--- config.mk ---
export PLATFORM = sky130hd
export DESIGN_NAME = bpfa_cell
export DESIGN_NICKNAME = d
export VERILOG_FILES = /design/src/hw/rtl/bpfa_pkg.sv /design/src/hw/rtl/bpfa_cell.sv
export SDC_FILE = /design/constraint.sdc
export NUM_CORES = 1
export LEC_CHECK = 0
export BUFFER_PORTS_ARGS = -buffer_cell sky130_fd_sc_hd__buf_2
export CAP_MARGIN = 20
export CORE_ASPECT_RATIO = 1.4
export CORE_MARGIN = 3
export CORE_UTILIZATION = 57
export CTS_CLUSTER_SIZE = 30
export DETAILED_ROUTE_END_ITERATION = 10
export PLACE_DENSITY = 0.9
export SYNTH_ARGS = -nofsm -noshare
export SYNTH_HDL_FRONTEND = slang
export SYNTH_SLANG_ARGS = --single-unit
--- constraint.sdc ---
create_clock -name i_clk -period 2.3 [get_ports i_clk]
set_input_delay 0.46 -clock i_clk [delete_from_list [all_inputs] [get_ports i_clk]]
set_output_delay 0.46 -clock i_clk [all_outputs]
set_load 0.005 [all_outputs]
--- src/hw/rtl/bpfa_pkg.sv ---
package bpfa_pkg;

    localparam int WORD_BITS   = 32;
    localparam int BIT_W       = 5;
    localparam int FRAME_SHIFT = 12;
    localparam int PF_W        = 12;
    localparam int ADDR_W      = 24;
    localparam int CFG_W       = 13;
    localparam int PADDR_W     = 3;

    localparam logic [CFG_W-1:0] CFG_RESET         = 13'd4096;
    localparam logic             REG_FRAMES_IN_USE = 1'b0;

    typedef enum logic [1:0] {
        OP_ALLOC = 2'd0,
        OP_FREE  = 2'd1,
        OP_MARK  = 2'd2,
        OP_TEST  = 2'd3
    } t_op;

    typedef enum logic [1:0] {
        ST_DONE    = 2'd0,
        ST_NOTHING = 2'd1,
        ST_NO_FREE = 2'd2,
        ST_RANGE   = 2'd3
    } t_status;

    // command carried by the probe along the cell row
    typedef enum logic [2:0] {
        CMD_NONE   = 3'd0,
        CMD_SEARCH = 3'd1,
        CMD_SET    = 3'd2,
        CMD_CLEAR  = 3'd3,
        CMD_TEST   = 3'd4
    } t_cmd;

    typedef struct packed {
        logic valid;
        t_cmd cmd;
        logic found;
        logic used;
    } t_ctl;

    typedef struct packed {
        logic [PF_W-1:0] new_page_frame;
        logic            present;
        logic            read_write;
        logic            user_mode;
        logic            frame_used;
        t_status         status;
    } t_result;

endpackage

--- src/hw/rtl/bpfa_cell.sv ---
module bpfa_cell #(
    parameter int CELL_INDEX = 0,
    parameter int FW         = 12,
    parameter int WCW        = 8
) (
    input  logic            i_clk,
    input  logic            i_rst_n,
    input  bpfa_pkg::t_ctl  i_ctl,
    input  logic [FW-1:0]   i_frame,
    input  logic [WCW-1:0]  i_lim_words,
    output bpfa_pkg::t_ctl  o_ctl,
    output logic [FW-1:0]   o_frame,
    output logic [WCW-1:0]  o_lim_words
);
    import bpfa_pkg::*;

    localparam int WIW = FW - BIT_W;

    logic [WORD_BITS-1:0] r_word, n_word;
    t_ctl                 r_ctl, n_ctl;
    logic [FW-1:0]        r_frame, n_frame;
    logic [WCW-1:0]       r_lim_words;

    logic                 w_hit;
    logic [BIT_W-1:0]     w_bit;
    logic [BIT_W-1:0]     w_free_idx;
    logic                 w_searchable;

    assign w_hit = (i_frame[FW-1:BIT_W] == WIW'(CELL_INDEX));
    assign w_bit = i_frame[BIT_W-1:0];
    assign w_searchable = (WCW'(CELL_INDEX) < i_lim_words) && (r_word != '1);

    // lowest clear bit of the held word
    always_comb begin
        w_free_idx = '0;
        for (int b = WORD_BITS - 1; b >= 0; b--) begin
            if (!r_word[b]) begin
                w_free_idx = BIT_W'(b);
            end
        end
    end

    always_comb begin
        n_word  = r_word;
        n_ctl   = i_ctl;
        n_frame = i_frame;
        if (i_ctl.valid) begin
            case (i_ctl.cmd)
                CMD_SEARCH: begin
                    if (!i_ctl.found && w_searchable) begin
                        n_word[w_free_idx] = 1'b1;
                        n_ctl.found        = 1'b1;
                        n_frame            = {WIW'(CELL_INDEX), w_free_idx};
                    end
                end
                CMD_SET: begin
                    if (w_hit) begin
                        n_word[w_bit] = 1'b1;
                    end
                end
                CMD_CLEAR: begin
                    if (w_hit) begin
                        n_word[w_bit] = 1'b0;
                    end
                end
                CMD_TEST: begin
                    if (w_hit) begin
                        n_ctl.used = r_word[w_bit];
                    end
                end
                default: begin
                end
            endcase
        end
    end

    always_ff @(posedge i_clk) begin
        if (!i_rst_n) begin
            r_word <= '0;
            r_ctl  <= '0;
        end else begin
            r_word <= n_word;
            r_ctl  <= n_ctl;
        end
        r_frame     <= n_frame;
        r_lim_words <= i_lim_words;
    end

    assign o_ctl       = r_ctl;
    assign o_frame     = r_frame;
    assign o_lim_words = r_lim_words;

endmodule

==> flow_summary.json <==
{
  "status": "complete, no violations",
  "vdd_drop_max_uv": 336,
  "hold_class": "primary input to register",
  "dpl.hpwl_um": 9340,
  "final_core_util_pct": 77.2,
  "power_uw": 2070,
  "fmax_ghz": 0.451,
  "cts_made_buffers": 9,
  "rows": 32,
  "clk_pin_slew_ns": 0.07,
  "synthArstFlopShare_pct": 0,
  "critPathMaxFanout": 7,
  "powerDensity_nw_per_um2": 473,
  "cts_tree": "yes",
  "ctsHtreeMaxLevel": 3,
  "pin_count": 54,
  "clock-root-buffer": "clkbuf_8",
  "grt_usage_pct": 38.1,
  "cp.required_ns": 2.57,
  "nets": 543,
  "endpoint_kind": "register",
  "initialDrtViolationCount": 743,
  "postRouteAntennaNets": 0,
  "vias_per_cell": 7.25,
  "max-slew-margin-rel_pct": 56.2,
  "drv_cap": 0,
  "report.final.hold_viol_count": 0,
  "gp_congestion": 1.07,
  "die_height_um": 98.0,
  "synth_nets": 433,
  "grt.overflow.total": 0,
  "layout_min_cycle_time_ns": 2.21,
  "vias": 4265,
  "synth_warnings": 0,
  "synth_edf_count": 0,
  "diodes": 0,
  "ys_top_cells_by_count": "dfxtp_1, a21oi_1, nand2_1",
  "initial_core_util_pct": 60.6,
  "dieArea_um2": 7030,
  "skew_ns": 0.0107,
  "syn_inst": 405,
  "synth_top_area_share_pct": 33.7,
  "grt_pass1_vias": 4202,
  "core-area_um2": 5690,
  "yosys.cell_count.top_type": "dfxtp_1",
  "drive_gt1_share_pct": 35.2,
  "synthFlopType": "dfxtp_1",
  "ys_top_cells_by_area": "dfxtp_1, a21oi_1, o221ai_1, mux4_2, nand2_1",
  "insertion_delay_ns": 0.35,
  "grt_start_max_net_pins": 23,
  "syn_area_um2": 3450,
  "worstSetupPathType": "register to register",
  "seq_area_frac_synth_pct": 33.7,
  "synth.avg_cell_area_um2": 8.51,
  "rsz0062_at_grt": "no",
  "critPathLaunchType": "register",
  "syn_to_final_growth_pct": 27.3,
  "numPortBuffers": 53,
  "wl_per_cell_um": 22.5,
  "antenna_found_initial": 0,
  "clockBufferDepth": 2,
  "synth_top_area_cell": "dfxtp_1",
  "ys_seq_elements": 58,
  "synth_cell_types": 67,
  "grt_pass1_wl_um": 20900,
  "routed_wl_um": 13200,
  "worst_slew_pin_slew_ns": 0.652,
  "slew_violations": 0,
  "cts_hold_buffers": 0,
  "cp.arrival_ns": 2.48,
  "drtPass1Iterations": 6,
  "drc": 0,
  "die_x_um": 71.7,
  "nFillCells": 387,
  "leakage_uw": 0.00162,
  "setup_viol": 0,
  "post-route-period-util_pct": 96.3,
  "cts.sinks": 58
}
path summary, 6_finish.rpt:
path                   from              to  slack (ns)  cells after the start
max               r_word[2]      r_word[24]        0.09                      6
min          i_lim_words[2]  o_lim_words[2]        0.23                      1
max reg2reg       r_word[2]      r_word[24]        0.09                      6
min reg2reg      r_word[11]      r_word[11]        0.55                      1
through the flow:
step           instances  hold slack [ns]  setup WS (ns)  setup TNS (ns)  area [µm²]
2_1_floorplan        405            0.488          0.242               0        3450
3_3_place_gp         570            0.563         -0.145           -2.56        4180
3_5_place_dp         570            0.574         -0.239           -5.77        4180
4_1_cts              586            0.215        0.00557               0        4350
5_1_grt              588            0.215        0.00329               0        4390
6_report             588            0.225         0.0850               0        4390
cells by family (layout without fill, tap and decap cells):
logic type / Yosys count / in the layout / share of synthesized area [%]
compound gates: 146 / 146 / 28.6
buf+inv: 32 / 147 / 4.94
flops: 58 / 58 / 33.7
mux: 10 / 10 / 5.99
simple gates: 159 / 159 / 26.8
worst max-delay path: stages (launching register included):
cell and delay [ns]:
dfxtp_1 0.52, nand4_4 0.15, or4_4 0.53, or3_4 0.44, a21oi_2 0.18, nand2_1 0.12
o22ai_1 0.19
placed cells by master, fill, tap and decap left out, drive strengths merged, types with 11 or more instances in the layout:
cell / instances
buf: 125
dfxtp: 58
a21oi: 50
nand2: 36
o221ai: 22
o21ai: 21
nand3: 18
nand4: 18
nor2: 16
and2: 15
clkbuf: 11
cell type report:
type | count | area, µm² | share of cell area (%)
Clock buffer | 11 | 141 | 3.22
Clock inverter | 5 | 30.0 | 0.684
Inverter | 6 | 22.5 | 0.513
Multi-Input combinational cell | 315 | 2140 | 48.7
Sequential cell | 58 | 1170 | 26.6
Tap cell | 68 | 85.1 | 1.94
Timing Repair Buffer | 125 | 806 | 18.4
registers in the layout, indices dropped and copies added, names as in the netlist:
name / count
r_word: 32
o_frame: 12
o_ctl: 6
o_lim_words: 8
layer usage:
metal / vias up / wire, µm / GRT usage [%]
met2: 405 / 5950 / 58.4
met5: - / 0 / 0
met1: 1923 / 4390 / 44.5
met4: 0 / 1030 / 26.5
li1: 1811 / - / -
met3: 126 / 1840 / 11.9
what timing repair did:
item | in CTS | in global routing
setup endpoints to repair | 30 | 31
setup buffers | 0 | 2
gates resized for setup | 1 | 10
pin swaps | 0 | 1
report_power, final:
group	internal (µW)	switching, µW
Clock	414	422
Combinational	84.1	119
Sequential	1030	5.99
Total	1530	546
(Power assumes the default switching activity.)
